File: src/rtl/lsfr_pkg.sv
`default_nettype none

package lsfr_pkg;

   // table size and field widths
   localparam int TABLE_ENTRIES = 8;
   localparam int ID_WIDTH = 6;
   localparam int ENTRY_WIDTH = 3;
   localparam int COUNT_WIDTH = 4;
   localparam int TABLE_WIDTH = TABLE_ENTRIES * ID_WIDTH;
   localparam int CSR_DATA_WIDTH = 48;
   localparam int CSR_INDEX_WIDTH = 2;

   // configuration register indexes
   localparam logic [CSR_INDEX_WIDTH-1:0] CSR_ID_TABLE = 2'd0;
   localparam logic [CSR_INDEX_WIDTH-1:0] CSR_DIRECTION_MASK = 2'd1;
   localparam logic [CSR_INDEX_WIDTH-1:0] CSR_ENTRIES_IN_USE = 2'd2;

   // reset value of the entry count
   localparam logic [COUNT_WIDTH-1:0] ENTRIES_RESET = 4'd8;

   // event codes on the result channel
   localparam logic [1:0] EV_TX_REQUEST = 2'd0;
   localparam logic [1:0] EV_RX_MATCH = 2'd1;
   localparam logic [1:0] EV_DATA = 2'd2;

   // protected identifier layout
   localparam logic [7:0] PID_ID_MASK = 8'hFC;
   localparam logic [1:0] LEN_CODE_MASK = 2'h3;

   // response lengths by identifier bits 1..0
   localparam logic [1:0] LEN_CODE_FIVE = 2'd2;
   localparam logic [1:0] LEN_CODE_NINE = 2'd3;
   localparam logic [COUNT_WIDTH-1:0] LEN_SHORT = 4'd3;
   localparam logic [COUNT_WIDTH-1:0] LEN_MID = 4'd5;
   localparam logic [COUNT_WIDTH-1:0] LEN_LONG = 4'd9;

   // receiver phase
   typedef enum logic [3:0] {
      PH_BREAK = 4'b0001,
      PH_SYNC  = 4'b0010,
      PH_PID   = 4'b0100,
      PH_DATA  = 4'b1000
   } phase_type;

   // identifier lookup result
   typedef struct packed {
      logic                   hit;
      logic [ENTRY_WIDTH-1:0] entry;
      logic                   is_rx;
   } match_type;

   // response length from the identifier
   function automatic logic [COUNT_WIDTH-1:0] frame_len(input logic [ID_WIDTH-1:0] id);
      logic [1:0] code;
      logic [COUNT_WIDTH-1:0] len;
      code = id[1:0] & LEN_CODE_MASK;
      case (code)
         LEN_CODE_FIVE: len = LEN_MID;
         LEN_CODE_NINE: len = LEN_LONG;
         default:       len = LEN_SHORT;
      endcase
      return len;
   endfunction

endpackage

`default_nettype wire

File: src/rtl/lsfr_id_matcher.sv
`default_nettype none

module lsfr_id_matcher (
   input  wire logic [lsfr_pkg::TABLE_WIDTH-1:0]   id_table,
   input  wire logic [lsfr_pkg::TABLE_ENTRIES-1:0] direction_mask,
   input  wire logic [lsfr_pkg::COUNT_WIDTH-1:0]   entries_in_use,
   input  wire logic [lsfr_pkg::ID_WIDTH-1:0]      id,
   output lsfr_pkg::match_type                     match
);

   logic [lsfr_pkg::COUNT_WIDTH-1:0] limit;

   // entries beyond the table size are never compared
   always_comb begin
      if (entries_in_use > lsfr_pkg::COUNT_WIDTH'(lsfr_pkg::TABLE_ENTRIES)) begin
         limit = lsfr_pkg::COUNT_WIDTH'(lsfr_pkg::TABLE_ENTRIES);
      end else begin
         limit = entries_in_use;
      end
   end

   // parallel compare, lowest matching entry wins
   always_comb begin
      match = '0;
      for (int k = lsfr_pkg::TABLE_ENTRIES - 1; k >= 0; k--) begin
         if ((lsfr_pkg::COUNT_WIDTH'(k) < limit) &&
             (id_table[k*lsfr_pkg::ID_WIDTH +: lsfr_pkg::ID_WIDTH] == id)) begin
            match.hit = 1'b1;
            match.entry = lsfr_pkg::ENTRY_WIDTH'(k);
            match.is_rx = direction_mask[k];
         end
      end
   end

endmodule

`default_nettype wire

File: src/rtl/lin_slave_frame_receiver_unit.sv
// path: an accepted byte is held in the input register and then moves on to
// the result register, which offers its result on the response channel
// throughput: one byte per cycle unless the output stalls; the phase update and
// table compare sit in one stage between the input and result registers
// reset: synchronous, active high; clears phase, counters, valid flags and the
// configuration registers (id table 0, direction mask 0, entries in use 8)
`default_nettype none

module lin_slave_frame_receiver_unit (
   input  wire logic                                 clock,
   input  wire logic                                 reset,
   // request channel
   input  wire logic                                 req_valid,
   output logic                                      req_stall,
   input  wire logic [7:0]                           req_rx_byte,
   // response channel
   output logic                                      rsp_valid,
   input  wire logic                                 rsp_stall,
   output logic [1:0]                                rsp_event_kind,
   output logic [lsfr_pkg::ID_WIDTH-1:0]             rsp_frame_id,
   output logic [lsfr_pkg::ENTRY_WIDTH-1:0]          rsp_entry_index,
   output logic [7:0]                                rsp_data_byte,
   output logic [lsfr_pkg::COUNT_WIDTH-1:0]          rsp_byte_index,
   output logic                                      rsp_last,
   // configuration
   input  wire logic                                 csr_write_enable,
   input  wire logic [lsfr_pkg::CSR_INDEX_WIDTH-1:0] csr_index,
   input  wire logic [lsfr_pkg::CSR_DATA_WIDTH-1:0]  csr_write_data
);

   // configuration registers
   logic [lsfr_pkg::TABLE_WIDTH-1:0]   id_table_ff;
   logic [lsfr_pkg::TABLE_ENTRIES-1:0] direction_mask_ff;
   logic [lsfr_pkg::COUNT_WIDTH-1:0]   entries_in_use_ff;

   // input register
   logic       in_valid_ff, in_valid_in;
   logic [7:0] in_byte_ff;

   // frame state
   lsfr_pkg::phase_type              phase_ff, phase_in;
   logic [lsfr_pkg::COUNT_WIDTH-1:0] byte_count_ff, byte_count_in;
   logic [lsfr_pkg::COUNT_WIDTH-1:0] frame_length_ff, frame_length_in;
   logic [lsfr_pkg::ID_WIDTH-1:0]    current_id_ff, current_id_in;
   logic [lsfr_pkg::ENTRY_WIDTH-1:0] current_entry_ff, current_entry_in;

   // result register
   logic                             out_valid_ff, out_valid_in;
   logic [1:0]                       out_kind_ff, out_kind_in;
   logic [lsfr_pkg::ID_WIDTH-1:0]    out_id_ff, out_id_in;
   logic [lsfr_pkg::ENTRY_WIDTH-1:0] out_entry_ff, out_entry_in;
   logic [7:0]                       out_data_ff, out_data_in;
   logic [lsfr_pkg::COUNT_WIDTH-1:0] out_index_ff, out_index_in;
   logic                             out_last_ff, out_last_in;

   logic                             out_free;
   logic                             process;
   logic                             emit;
   logic [lsfr_pkg::ID_WIDTH-1:0]    pid_id;
   logic [7:0]                       pid_masked;
   logic [lsfr_pkg::COUNT_WIDTH-1:0] next_count;
   logic                             final_byte;
   lsfr_pkg::match_type              match;

   // configuration writes
   always_ff @(posedge clock) begin
      if (reset) begin
         id_table_ff <= '0;
         direction_mask_ff <= '0;
         entries_in_use_ff <= lsfr_pkg::ENTRIES_RESET;
      end else if (csr_write_enable) begin
         case (csr_index)
            lsfr_pkg::CSR_ID_TABLE: begin
               id_table_ff <= csr_write_data[lsfr_pkg::TABLE_WIDTH-1:0];
            end
            lsfr_pkg::CSR_DIRECTION_MASK: begin
               direction_mask_ff <= csr_write_data[lsfr_pkg::TABLE_ENTRIES-1:0];
            end
            lsfr_pkg::CSR_ENTRIES_IN_USE: begin
               entries_in_use_ff <= csr_write_data[lsfr_pkg::COUNT_WIDTH-1:0];
            end
            default: begin
            end
         endcase
      end
   end

   // handshake: the held byte moves on whenever the result register can take it
   assign out_free = !out_valid_ff || !rsp_stall;
   assign process = in_valid_ff && out_free;
   assign req_stall = in_valid_ff && !out_free;

   always_comb begin
      if (req_valid && !req_stall) begin
         in_valid_in = 1'b1;
      end else if (process) begin
         in_valid_in = 1'b0;
      end else begin
         in_valid_in = in_valid_ff;
      end
   end

   always_ff @(posedge clock) begin
      if (reset) begin
         in_valid_ff <= 1'b0;
      end else begin
         in_valid_ff <= in_valid_in;
      end
   end

   always_ff @(posedge clock) begin
      if (req_valid && !req_stall) begin
         in_byte_ff <= req_rx_byte;
      end
   end

   // identifier lookup
   assign pid_masked = in_byte_ff & lsfr_pkg::PID_ID_MASK;
   assign pid_id = pid_masked[7:2];

   lsfr_id_matcher u_matcher (
      .id_table       (id_table_ff),
      .direction_mask (direction_mask_ff),
      .entries_in_use (entries_in_use_ff),
      .id             (pid_id),
      .match          (match)
   );

   // data byte position
   assign next_count = byte_count_ff + 4'd1;
   assign final_byte = next_count >= frame_length_ff;

   // frame phase and result
   always_comb begin
      phase_in = phase_ff;
      byte_count_in = byte_count_ff;
      frame_length_in = frame_length_ff;
      current_id_in = current_id_ff;
      current_entry_in = current_entry_ff;
      emit = 1'b0;
      out_kind_in = lsfr_pkg::EV_TX_REQUEST;
      out_id_in = current_id_ff;
      out_entry_in = current_entry_ff;
      out_data_in = '0;
      out_index_in = '0;
      out_last_in = 1'b0;
      case (phase_ff)
         lsfr_pkg::PH_BREAK: begin
            if (in_byte_ff == 8'd0) begin
               phase_in = lsfr_pkg::PH_SYNC;
            end
         end
         lsfr_pkg::PH_SYNC: begin
            phase_in = lsfr_pkg::PH_PID;
         end
         lsfr_pkg::PH_PID: begin
            phase_in = lsfr_pkg::PH_BREAK;
            if (match.hit) begin
               current_id_in = pid_id;
               current_entry_in = match.entry;
               frame_length_in = lsfr_pkg::frame_len(pid_id);
               byte_count_in = '0;
               emit = 1'b1;
               out_id_in = pid_id;
               out_entry_in = match.entry;
               if (match.is_rx) begin
                  phase_in = lsfr_pkg::PH_DATA;
                  out_kind_in = lsfr_pkg::EV_RX_MATCH;
               end else begin
                  out_kind_in = lsfr_pkg::EV_TX_REQUEST;
               end
            end
         end
         lsfr_pkg::PH_DATA: begin
            emit = 1'b1;
            out_kind_in = lsfr_pkg::EV_DATA;
            out_data_in = in_byte_ff;
            out_index_in = byte_count_ff;
            out_last_in = final_byte;
            if (final_byte) begin
               phase_in = lsfr_pkg::PH_BREAK;
               byte_count_in = '0;
            end else begin
               byte_count_in = next_count;
            end
         end
         default: begin
            phase_in = lsfr_pkg::PH_BREAK;
         end
      endcase
   end

   always_ff @(posedge clock) begin
      if (reset) begin
         phase_ff <= lsfr_pkg::PH_BREAK;
         byte_count_ff <= '0;
         frame_length_ff <= '0;
         current_id_ff <= '0;
         current_entry_ff <= '0;
      end else if (process) begin
         phase_ff <= phase_in;
         byte_count_ff <= byte_count_in;
         frame_length_ff <= frame_length_in;
         current_id_ff <= current_id_in;
         current_entry_ff <= current_entry_in;
      end
   end

   // result register
   always_comb begin
      if (process) begin
         out_valid_in = emit;
      end else if (!rsp_stall) begin
         out_valid_in = 1'b0;
      end else begin
         out_valid_in = out_valid_ff;
      end
   end

   always_ff @(posedge clock) begin
      if (reset) begin
         out_valid_ff <= 1'b0;
      end else begin
         out_valid_ff <= out_valid_in;
      end
   end

   always_ff @(posedge clock) begin
      if (process && emit) begin
         out_kind_ff <= out_kind_in;
         out_id_ff <= out_id_in;
         out_entry_ff <= out_entry_in;
         out_data_ff <= out_data_in;
         out_index_ff <= out_index_in;
         out_last_ff <= out_last_in;
      end
   end

   assign rsp_valid = out_valid_ff;
   assign rsp_event_kind = out_kind_ff;
   assign rsp_frame_id = out_id_ff;
   assign rsp_entry_index = out_entry_ff;
   assign rsp_data_byte = out_data_ff;
   assign rsp_byte_index = out_index_ff;
   assign rsp_last = out_last_ff;

   // checks
   a_last_only_on_data: assert property (@(posedge clock) disable iff (reset)
      rsp_valid && rsp_last |-> rsp_event_kind == lsfr_pkg::EV_DATA)
      else $error("last flag on a non-data transaction");

   a_data_index_in_frame: assert property (@(posedge clock) disable iff (reset)
      rsp_valid && rsp_event_kind == lsfr_pkg::EV_DATA |-> rsp_byte_index < 4'd9)
      else $error("data byte index beyond longest response");

   a_stall_only_when_full: assert property (@(posedge clock) disable iff (reset)
      !in_valid_ff |-> !req_stall)
      else $error("request stalled with empty input register");

   a_data_length_legal: assert property (@(posedge clock) disable iff (reset)
      phase_ff == lsfr_pkg::PH_DATA |->
         (frame_length_ff == lsfr_pkg::LEN_SHORT || frame_length_ff == lsfr_pkg::LEN_MID ||
          frame_length_ff == lsfr_pkg::LEN_LONG))
      else $error("illegal response length during data phase");

   a_last_ends_frame: assert property (@(posedge clock) disable iff (reset)
      process && phase_ff == lsfr_pkg::PH_DATA && final_byte |=>
         phase_ff == lsfr_pkg::PH_BREAK)
      else $error("frame did not end after last data byte");

endmodule

`default_nettype wire
File: config.mk
export PLATFORM = sky130hd
export DESIGN_NAME = lin_slave_frame_receiver_unit
export DESIGN_NICKNAME = d
export VERILOG_FILES = /design/src/rtl/lsfr_pkg.sv /design/src/rtl/lsfr_id_matcher.sv /design/src/rtl/lin_slave_frame_receiver_unit.sv
export SDC_FILE = /design/constraint.sdc
export NUM_CORES = 1
export LEC_CHECK = 0
export ABC_AREA = 0
export CAP_MARGIN = 20
export CORE_MARGIN = 2
export CORE_UTILIZATION = 35
export CTS_BUF_LIST = sky130_fd_sc_hd__clkbuf_4 sky130_fd_sc_hd__clkbuf_8
export DETAILED_ROUTE_END_ITERATION = 16
export DONT_BUFFER_PORTS = 1
export SLEW_MARGIN = 5
export SYNTH_ARGS = -nofsm -noshare
export SYNTH_HDL_FRONTEND = slang
export SYNTH_HIERARCHICAL = 1
export SYNTH_SLANG_ARGS = --single-unit
File: constraint.sdc
create_clock -name clock -period 6.1 [get_ports clock]
set_clock_uncertainty 0.1 [all_clocks]
set_input_delay 0.61 -clock clock [delete_from_list [all_inputs] [get_ports clock]]
set_output_delay 0.61 -clock clock [all_outputs]
set_load 0.005 [all_outputs]
==> results of run 1 <==
-- synth_stat cells, drive strengths merged, types with 3 or more instances --
cell type,n
nand2,130
dfxtp,83
a21oi,70
edfxtp,32
xor2,27
nor2,26
xnor2,22
clkbuf,19
and2,16
mux2i,14
buf,11
nor4,10
mux2,9
o21ai,9
inv,8
nand3,8
ha,5
nand4,5
or4,5
nor2b,4
nor3b,4
nand3b,3
-- routing by layer --
metal | GRT usage, % | wire length [um]
met1 | 19.4 | 5480
met2 | 27.4 | 5940
met3 | 5.50 | 593
met4 | 5.75 | 179
met5 | 0 | 0
-- cell families (layout without fill, tap and decap cells) --
kind of cell	count (synthesis)	count (layout)	synth area share [%]
and+or+nand+nor	222	222	20.3
DFF	115	115	51.3
AOI/OAI and AO/OA	95	95	10.9
xor gates and xnor gates	49	49	8.39
buffers and inverters	38	41	3.18
muxes	23	23	4.72
adders and majority gates	5	5	1.22
-- worst max-delay path, cell delays in order, from the launching register on --
cell	delay, ns
edfxtp_1	0.66
xor2_1	0.26
a2111o_1	0.45
nor4_1	0.36
nor4_1	0.13
nand4_1	0.16
nand2_1	0.09
nor4_2	0.18
o21ai_1	0.21
inv_1	0.74
-- state kept, by name (all words and copies together) (netlist names) --
name	count
rsp_byte_index	4
byte_count_ff	4
rsp_event_kind	2
direction_mask_ff	8
rsp_entry_index	3
rsp_valid	1
entries_in_use_ff	4
current_entry_ff	3
phase_ff	4
id_table_ff	48
rsp_data_byte	8
rsp_last	1
frame_length_ff	4
current_id_ff	6
in_byte_ff	8
in_valid_ff	1
rsp_frame_id	6
-- area by class of cell --
type	count	area, um2	share of cell area (%)
flip-flops and latches	115	2620	46.9
multi-input cells	394	2330	41.7
clock buffers	24	299	5.35
well taps	184	230	4.12
clock inverters	7	60.1	1.07
inverters	8	30.0	0.537
repair buffers	2	15.0	0.269
-- worst max-delay path by stage --
stage                             start  slack (ns)                 end
after floorplan           in_byte_ff[5]        2.92   rsp_byte_index[0]
after global routing      in_byte_ff[2]        1.98    rsp_data_byte[5]
final                     in_byte_ff[2]        2.36    rsp_data_byte[4]
after CTS                 in_byte_ff[2]        2.31    rsp_data_byte[4]
after detailed placement  in_byte_ff[2]        2.34  rsp_entry_index[0]
after global placement    in_byte_ff[5]        2.51  rsp_entry_index[0]
-- through the flow --
| step | hold slack, ns | instance area (um2) | util [%] | cells |
|---|---|---|---|---|
| after floorplan | 0.332 | 5110 | - | 547 |
| after global placement | 0.334 | 5230 | 36.3 | 703 |
| after detailed placement | 0.341 | 5230 | 36.3 | 703 |
| after CTS | 0.128 | 5590 | 38.8 | 734 |
| after global routing | 0.123 | 5590 | 38.8 | 734 |
| final | 0.162 | 5590 | 38.8 | 734 |
-- power groups by stage --
stage / Clock, mW / Sequential, mW / Combinational (mW)
floorplan: 0 / 0.827 / 0.0828
global placement: 0 / 0.845 / 0.0733
global route: 0.698 / 0.833 / 0.0855
detailed placement: 0 / 0.847 / 0.0761
finish: 0.641 / 0.830 / 0.0755
CTS: 0.659 / 0.830 / 0.0763
==> impl_results.rst, run 1 <==
.. list-table::
   :header-rows: 1

   * - Metric
     - Value
   * - Status
     - completed
   * - Grt ovf
     - 0
   * - Worst min-delay path endpoint
     - id_table_ff[8]
   * - N_diodes
     - 0
   * - Number of cells upsized or downsized after cts
     - 0
   * - Post-CTS setup buffer count
     - 0
   * - Setup Slack @ Placement
     - 2.34 ns
   * - Synthesized netlist net count
     - 615
   * - Final hold violation count
     - 0
   * - Highest fanout seen on the critical path
     - 24
   * - Io pins
     - 89
   * - Number of routed nets with antenna violations
     - 0
   * - Routed wire length
     - 12200 um
   * - Switching fraction of total power
     - 22.7%
   * - # nets final
     - 606
   * - Reg clk slew, reported paths
     - 0.06 ns
   * - Effective utilization at floorplan
     - 35.5%
   * - CTS Buffer Depth
     - 2
   * - Yosys synthesis warning count
     - 6
   * - Insertion delay to the later sink of the worst-skew pair
     - 0.44 ns
   * - Worst flop-to-flop path startpoint
     - in_byte_ff[2]
   * - Post-synthesis sequential area ratio
     - 51.3%
   * - Kind of path behind the tightest hold check
     - input pin to flip-flop
   * - Max rail drop VDD
     - 0.190 mV
   * - Critical Path Sink Type
     - flip-flop
   * - Number of hold buffers added after cts
     - 0
   * - Internal Pwr Total
     - 1.20 mW
   * - Placement Rows
     - 44
   * - Half-perimeter wire length after placement
     - 8800 um
   * - Avg Cell Area, Syn
     - 9.35 um2
   * - Fraction of power consumed by the clock network
     - 41.5%
   * - PnR worst setup slack
     - 2.36 ns
   * - Via density per instance
     - 5.07
   * - TritonCTS Buffers
     - 17
   * - Power, Total
     - 1.55 mW
   * - Share of the synthesized area in the top cell type
     - 32.5%
   * - Maximum capacitance violations
     - 0
   * - Die height
     - 125 um
   * - Maximum achievable frequency
     - 0.268 GHz
   * - Cell type with the highest aggregate area in the netlist
     - dfxtp_1
   * - Area contributors post-synth
     - dfxtp_1, edfxtp_1, nand2_1
   * - Clock period minus final worst setup slack
     - 3.74 ns
   * - Port Buffers
     - 0
   * - Cell variety after synth
     - 49
   * - Leading cell type in the layout, fill and taps excluded
     - nand2_1
   * - Leakage Power
     - 1.99 nW
   * - Final max-slew violation count
     - 0
   * - Iteration-0 DRC Markers
     - 187
   * - Die area
     - 0.0156 mm2
   * - Total core area
     - 0.0144 mm2
   * - Clock tree from TritonCTS
     - yes
   * - R2r setup slk
     - 2.36 ns
   * - Transition at the pin with the smallest max-transition slack
     - 0.965 ns
   * - Primary flip-flop cell chosen by synthesis mapping
     - dfxtp_1
   * - Pwr/cell area
     - 277 mW/mm2
   * - Number of flops mapped to enable cells by yosys
     - 32
   * - Number of setup violations in the final report
     - 0
   * - Area of the mapped netlist
     - 0.00511 mm2
   * - Clock root buffer master
     - clkbuf_8
   * - Antenna violations before repair
     - 0
   * - Area growth from synthesis to layout
     - 9.32%
   * - Async set-or-reset flop fraction in the synthesized netlist
     - 0%
   * - Critical Path RT
     - 6.05 ns
   * - Critical hold path startpoint
     - reset
   * - Clock sink count
     - 115
   * - Hold path cells
     - 1
   * - Final weighted congestion in routability-driven placement
     - 0.860
   * - Commonest non-fill, non-tap cells in the layout
     - nand2_1, dfxtp_1, a21oi_1
   * - Part of the power in combinational logic
     - 4.9%
   * - Number of DRC violations after detailed routing
     - 0
   * - Maximum number of pins on one net before global-route repair
     - 82
   * - Data arrival at the endpoint of the critical path
     - 3.69 ns
   * - Vias in the first global route
     - 3721
   * - Sequential power share
     - 53.6%
   * - First-pass GRT wire length
     - 19700 um
   * - Filler cell count in the final layout
     - 1490
   * - Pre-antenna DRT Iters
     - 4
   * - Remaining max-slew budget at the tightest pin
     - 35.7%
   * - #FFs+latches synth
     - 115
   * - Share of final-layout standard cells stronger than drive strength 1
     - 9.64%
   * - R2R cell count
     - 9
   * - Wirelength per Cell
     - 16.6 um
   * - H-tree Lvls
     - 4
   * - Critical path launch point type
     - flip-flop
   * - Switch Pwr
     - 0.351 mW
   * - Capture instance of the worst register-to-register path
     - rsp_data_byte[4]
   * - Path type of the worst setup path
     - flip-flop to flip-flop
   * - Width of the chip
     - 125 um
   * - Vias after detailed routing
     - 3718
   * - RSZ-0062 raised after global routing
     - no
   * - Number of standard cells after synthesis
     - 547
   * - All-layer global routing usage
     - 16.3%
   * - Summed negative setup slack over all endpoints
     - 0 ns
   * - Period utilization
     - 61.2%
No activity file was read; power rests on OpenSTA's default activity.
==> run 2: changes to the inputs <==
Clock period 6.1 ns to 3.7 ns, I/O delays scaled along.
==> run 2 against run 1 <==
Against the previous run:
- power grew 83%
- first-iteration DRC count grew 15%
- via count grew 7.5%
- maximum frequency grew 14%
- critical path type unchanged
- largest cell class unchanged
- largest power group unchanged
==> impl_results.rst, run 2 (synthesis gave the netlist of run 1 again) <==
.. list-table::
   :header-rows: 1

   * - Metric
     - Value
   * - Port Buffers
     - 0 (unchanged)
   * - Total core area
     - 0.0144 mm2 (unchanged)
   * - Half-perimeter wire length after placement
     - 9180 um (+4.3%)
   * - Data arrival at the endpoint of the critical path
     - 3.54 ns (-0.15 ns)
   * - Path type of the worst setup path
     - flip-flop to flip-flop
   * - Final hold violation count
     - 0 (unchanged)
   * - Number of setup violations in the final report
     - 0 (unchanged)
   * - Width of the chip
     - 125 um (unchanged)
   * - Pre-antenna DRT Iters
     - 4 (unchanged)
   * - Register Area
     - 0.00262 mm2 (unchanged)
   * - Maximum achievable frequency
     - 0.305 GHz (+14%)
   * - RSZ-0062 raised after global routing
     - no
   * - Fraction of the core area covered by cells at the end of the flow
     - 44.3% (+5.5 points)
   * - Grt ovf
     - 0 (unchanged)
   * - CTS Buffer Depth
     - 2 (unchanged)
   * - Maximum number of pins on one net before global-route repair
     - 80 (-2.4%)
   * - Most flops, register
     - id_table_ff
   * - Critical Path Sink Type
     - flip-flop
   * - Number of hold buffers added after cts
     - 59 (+59)
   * - Die area
     - 0.0156 mm2 (unchanged)
   * - Critical path launch point type
     - flip-flop
   * - Max rail drop VDD
     - 0.249 mV (+31%)
   * - Die height
     - 125 um (unchanged)
   * - Via density per instance
     - 4.97 (-2.0%)
   * - Number of cells upsized or downsized after cts
     - 0 (unchanged)
   * - Antenna violations before repair
     - 0 (unchanged)
   * - Pwr/cell area
     - 443 mW/mm2 (+60%)
   * - Clock tree from TritonCTS
     - yes
   * - # nets final
     - 676 (+12%)
   * - Hold slack
     - 0.0415 ns (-0.120 ns)
   * - Vias in the first global route
     - 4045 (+8.7%)
   * - Summed negative setup slack over all endpoints
     - 0 ns (unchanged)
   * - Final weighted congestion in routability-driven placement
     - 0.830 (-3.5%)
   * - Highest fanout seen on the critical path
     - 12 (-50%)
   * - Delay of the slowest cell on the worst path
     - 0.72 ns (-0.02 ns)
   * - Critical Path RT
     - 3.96 ns (-2.09 ns)
   * - Status
     - completed
   * - Maximum capacitance violations
     - 0 (unchanged)
   * - Leakage Power
     - 2.34 nW (+18%)
   * - Critical-path cell list
     - xnor2_1 > nand4_1 > nor4_1 > a311oi_1 > o311a_2 > o41ai_2 > and2_1 > or3b_1 > a21oi_1
   * - First-pass GRT wire length
     - 21400 um (+8.5%)
   * - Commonest non-fill, non-tap cells in the layout
     - nand2_1, dfxtp_1, a21oi_1
   * - Leading cell type in the layout, fill and taps excluded
     - nand2_1
   * - Period utilization
     - 88.5% (+27 points)
   * - Clock sink count
     - 115 (unchanged)
   * - Area growth from synthesis to layout
     - 24.9%
   * - N_diodes
     - 0 (unchanged)
   * - H-tree Lvls
     - 4 (unchanged)
   * - Transition at the pin with the smallest max-transition slack
     - 0.965 ns (+0.000194 ns)
   * - Iteration-0 DRC Markers
     - 215 (+15%)
   * - Io pins
     - 89 (unchanged)
   * - Remaining max-slew budget at the tightest pin
     - 35.6% (about the same)
   * - Post-CTS setup buffer count
     - 0 (unchanged)
   * - Footprint of the multi-input gates
     - 0.00233 mm2 (unchanged)
   * - Clock root buffer master
     - clkbuf_8
   * - Vias after detailed routing
     - 3998 (+7.5%)
   * - Flip-flop count of the largest register, all copies and words added
     - 48 (unchanged)
   * - Library cell contributing the largest single delay on the critical path
     - edfxtp_1
   * - Share of final-layout standard cells stronger than drive strength 1
     - 10.6% (+0.99 points)
   * - Effective utilization at floorplan
     - 35.5% (unchanged)
   * - Filler cell count in the final layout
     - 1413 (-5.2%)
   * - Placement Rows
     - 44 (unchanged)
   * - Number of DRC violations after detailed routing
     - 0 (unchanged)
   * - R2r setup slk
     - 0.43 ns (-1.94 ns)
   * - Kind of path behind the tightest hold check
     - input pin to flip-flop
   * - Reg clk slew, reported paths
     - 0.07 ns (about the same)
   * - Wirelength per Cell
     - 16.1 um (-3.2%)
   * - Number of routed nets with antenna violations
     - 0 (unchanged)
   * - Clock period minus final worst setup slack
     - 3.27 ns (-0.462 ns)
   * - Final max-slew violation count
     - 0 (unchanged)
   * - TritonCTS Buffers
     - 17 (unchanged)
   * - Setup Slack @ Placement
     - 0.479 ns (-1.86 ns)
   * - All-layer global routing usage
     - 17.4% (+1.1 points)
   * - Insertion delay to the later sink of the worst-skew pair
     - 0.44 ns (about the same)
   * - PnR worst setup slack
     - 0.427 ns (-1.94 ns)
   * - Routed wire length
     - 12900 um (+6.1%)
run 2: changes by cell type in the layout (fill, tap and decap cells not counted):
cell / change
buf_16: +1
clkbuf_8: +2
clkinv_2: -4
bufinv_16: +2
buf_6: +1
buf_12: +2
buf_4: +8
clkbuf_4: +1
dlygate4sd3_1: +58
run 2: where the power goes:
group | internal, mW | switching (mW) | total (mW) | leakage [nW]
clock | 0.781 | 0.475 | 1.26 | 0.229
combinational | 0.112 | 0.107 | 0.219 | 1.15
sequential | 1.32 | 0.0359 | 1.35 | 0.959
run 2: metrics by stage:
| step | std cells | power, mW | instance area (um2) |
|---|---|---|---|
| detailed placement | 713 | 1.53 | 5330 |
| global route | 805 | 2.94 | 6380 |
| CTS | 804 | 2.86 | 6370 |
| floorplan | 547 | 1.50 | 5110 |
| finish | 805 | 2.83 | 6380 |
| global placement | 713 | 1.53 | 5330 |
run 2: area by class of cell:
class	instances	share of cell area, %
flip-flops and latches	115	41.1
multi-input cells	394	36.5
repair buffers	72	11.5
clock buffers	27	5.23
well taps	184	3.61
clock inverters	5	1.57
inverters	8	0.470
run 2: worst paths after layout:
kind	cells past startpoint	end	startpoint
max reg2reg	9	phase_ff[3]	in_byte_ff[7]
min	2	entries_in_use_ff[3]	reset
min reg2reg	2	frame_length_ff[3]	frame_length_ff[3]
max	9	phase_ff[3]	in_byte_ff[7]
run 2: layer usage:
layer	track usage [%]	up-vias	wire, um
li1	-	1985	-
met1	21.6	1901	5900
met2	28.7	93	6300
met3	4.81	19	524
met4	6.73	0	226
met5	0	-	0
run 2: critical path: cells and delay by family (launching register included):
kind / cells / cell delay, ns
and+or+nand+nor: 4 / 1.18
AOI/OAI and AO/OA: 4 / 1.01
DFF: 1 / 0.72
xor gates and xnor gates: 1 / 0.20
==> run 3: changes to the inputs <==
Settings changed: REMOVE_ABC_BUFFERS from default to 1, SKIP_CTS_REPAIR_TIMING from default to 1.
==> run 3 against run 2 <==
Against the previous run:
- the run now ends with hold timing left
- non-clock buffer count fell by 2
- sequential power barely moved
- critical path depth did not move
- via count fell by 1.5%
- routed wire length fell by 0.75%
- die area did not move
- cell area fell by 1.0%
- largest cell class unchanged
- highest routed layer unchanged
==> impl_results.rst, run 3 (synthesis gave the netlist of run 1 again) <==
.. list-table::
   :header-rows: 1

   * - Metric
     - Value
   * - Number of DRC violations after detailed routing
     - 0 (unchanged)
   * - All-layer global routing usage
     - 16.5% (-0.86 points)
   * - Number of routed nets with antenna violations
     - 0 (unchanged)
   * - Most flops, register
     - id_table_ff
   * - Transition at the pin with the smallest max-transition slack
     - 0.998 ns (+0.0328 ns)
   * - Half-perimeter wire length after placement
     - 8930 um (-2.8%)
   * - Final hold violation count
     - 1 (+1)
   * - Critical hold path startpoint
     - csr_write_data[1]
   * - Antenna violations before repair
     - 0 (unchanged)
   * - Vias after detailed routing
     - 3938 (-1.5%)
   * - Via density per instance
     - 4.90 (-1.3%)
   * - Launching instance or port of the critical path
     - in_byte_ff[2]
   * - Clock period minus final worst setup slack
     - 3.30 ns (+0.0220 ns)
   * - Share of final-layout standard cells stronger than drive strength 1
     - 10.3% (-0.29 points)
   * - CTS Buffer Depth
     - 2 (unchanged)
   * - Post-Layout Inst Area
     - 0.00632 mm2 (-1.0%)
   * - PnR worst setup slack
     - 0.405 ns (-0.0220 ns)
   * - Kind of path behind the tightest hold check
     - input pin to flip-flop
   * - Die area
     - 0.0156 mm2 (unchanged)
   * - Clock root buffer master
     - clkbuf_8
   * - Total placed cells including tap cells
     - 712 (-0.14%)
   * - Routed wire length
     - 12900 um (-0.75%)
   * - Leading cell type in the layout, fill and taps excluded
     - nand2_1
   * - N_diodes
     - 0 (unchanged)
   * - Status
     - finished with violations
   * - Port Buffers
     - 0 (unchanged)
   * - Die height
     - 125 um (unchanged)
   * - Width of the chip
     - 125 um (unchanged)
   * - Io pins
     - 89 (unchanged)
   * - Iteration-0 DRC Markers
     - 214 (-0.47%)
   * - First-pass GRT wire length
     - 20000 um (-6.6%)
   * - Maximum achievable frequency
     - 0.303 GHz (-0.67%)
   * - Insertion delay to the later sink of the worst-skew pair
     - 0.44 ns (about the same)
   * - Vias in the first global route
     - 3770 (-6.8%)
   * - Data arrival at the endpoint of the critical path
     - 3.56 ns (+0.02 ns)
   * - # nets final
     - 674 (-0.30%)
   * - Effective utilization at floorplan
     - 35.5% (unchanged)
   * - Maximum capacitance violations
     - 0 (unchanged)
   * - Pre-antenna DRT Iters
     - 4 (unchanged)
   * - Path type of the worst setup path
     - flip-flop to flip-flop
   * - Violated checks
     - hold timing
   * - Final weighted congestion in routability-driven placement
     - 0.824 (-0.66%)
   * - Number of setup violations in the final report
     - 0 (unchanged)
   * - Period utilization
     - 89.1% (+0.60 points)
   * - Remaining max-slew budget at the tightest pin
     - 33.5% (-2.2 points)
   * - Instance area at placement
     - 0.00531 mm2 (-0.38%)
   * - TritonCTS Buffers
     - 17 (unchanged)
   * - Final max-slew violation count
     - 0 (unchanged)
   * - Critical Path RT
     - 3.97 ns (about the same)
   * - Total core area
     - 0.0144 mm2 (unchanged)
   * - Hold path cells
     - 2 (unchanged)
   * - Final non-filler cell total
     - 803 (-0.25%)
   * - Highest fanout seen on the critical path
     - 9 (-3)
   * - Fraction of the core area covered by cells at the end of the flow
     - 43.8% (-0.45 points)
   * - Critical Path Sink Type
     - flip-flop
   * - Clock tree from TritonCTS
     - yes
   * - RSZ-0062 raised after global routing
     - no
   * - Setup Slack @ Placement
     - 0.421 ns (-0.0572 ns)
   * - Maximum number of pins on one net before global-route repair
     - 82 (+2.5%)
   * - Area growth from synthesis to layout
     - 23.6%
   * - Leakage Power
     - 2.30 nW (-1.6%)
   * - Placement Rows
     - 44 (unchanged)
   * - Reg clk slew, reported paths
     - 0.08 ns (about the same)
   * - R2R cell count
     - 9 (unchanged)
   * - Pwr/cell area
     - 435 mW/mm2 (-1.8%)
   * - Commonest non-fill, non-tap cells in the layout
     - nand2_1, dfxtp_1, a21oi_1
   * - Max rail drop VDD
     - 0.194 mV (-22%)
   * - Flip-flop count of the largest register, all copies and words added
     - 48 (unchanged)
   * - Worst flop-to-flop path startpoint
     - in_byte_ff[2]
   * - Hold slack
     - -0.00565 ns (-0.0472 ns)
   * - Filler cell count in the final layout
     - 1408 (-0.35%)
   * - H-tree Lvls
     - 4 (unchanged)
   * - Wirelength per Cell
     - 16.0 um (-0.50%)
   * - Grt ovf
     - 0 (unchanged)
   * - Clock sink count
     - 115 (unchanged)
   * - Critical path launch point type
     - flip-flop
-- run 3: cell count changes in the layout (fill, tap and decap cells not counted), sizes merged --
cell and delta:
buf -2, bufinv -1, clkbuf -10, clkinv +3
inv +8
-- run 3: layout make-up --
| type | instances | area (um2) | share of cell area (%) |
|---|---|---|---|
| Clock inverter | 15 | 166 | 2.63 |
| Tap cell | 184 | 230 | 3.64 |
| Inverter | 8 | 30.0 | 0.475 |
| Timing Repair Buffer | 70 | 703 | 11.1 |
| Clock buffer | 17 | 234 | 3.70 |
| Multi-Input combinational cell | 394 | 2330 | 36.9 |
| Sequential cell | 115 | 2620 | 41.5 |
-- run 3: through the flow --
stage	power [mW]	TNS, ns
final	2.75	0
after global routing	2.87	0
after CTS	2.71	0
after detailed placement	1.53	0
after global placement	1.53	0
after floorplan	1.48	-3.10
-- run 3: worst paths after layout --
kind / endpoint / slack, ns
max: phase_ff[3] / 0.40
min: entries_in_use_ff[1] / -0.006
max reg2reg: phase_ff[3] / 0.40
min reg2reg: current_entry_ff[1] / 0.36
-- run 3: per-layer routing --
metal / share of wire, % / global-route usage, % / up-vias
li1: - / - / 1983
met1: 45 / 21.3 / 1831
met2: 47 / 25.8 / 113
met3: 6.1 / 5.93 / 11
met4: 1.3 / 5.49 / 0
met5: 0 / 0 / -
-- run 3: worst max-delay path, cell delays in order (launching register included) --
cell	delay (ns)
edfxtp_1	0.53
buf_4	0.25
xor2_1	0.15
nor4_1	0.61
a311oi_1	0.20
o311a_2	0.43
o41ai_2	0.27
and2_1	0.21
or3b_1	0.35
a21oi_1	0.12
-- run 3: report_power, final --
part	switching (mW)	internal [mW]
logic	0.110	0.111
registers	0.0323	1.32
clock network	0.566	0.615
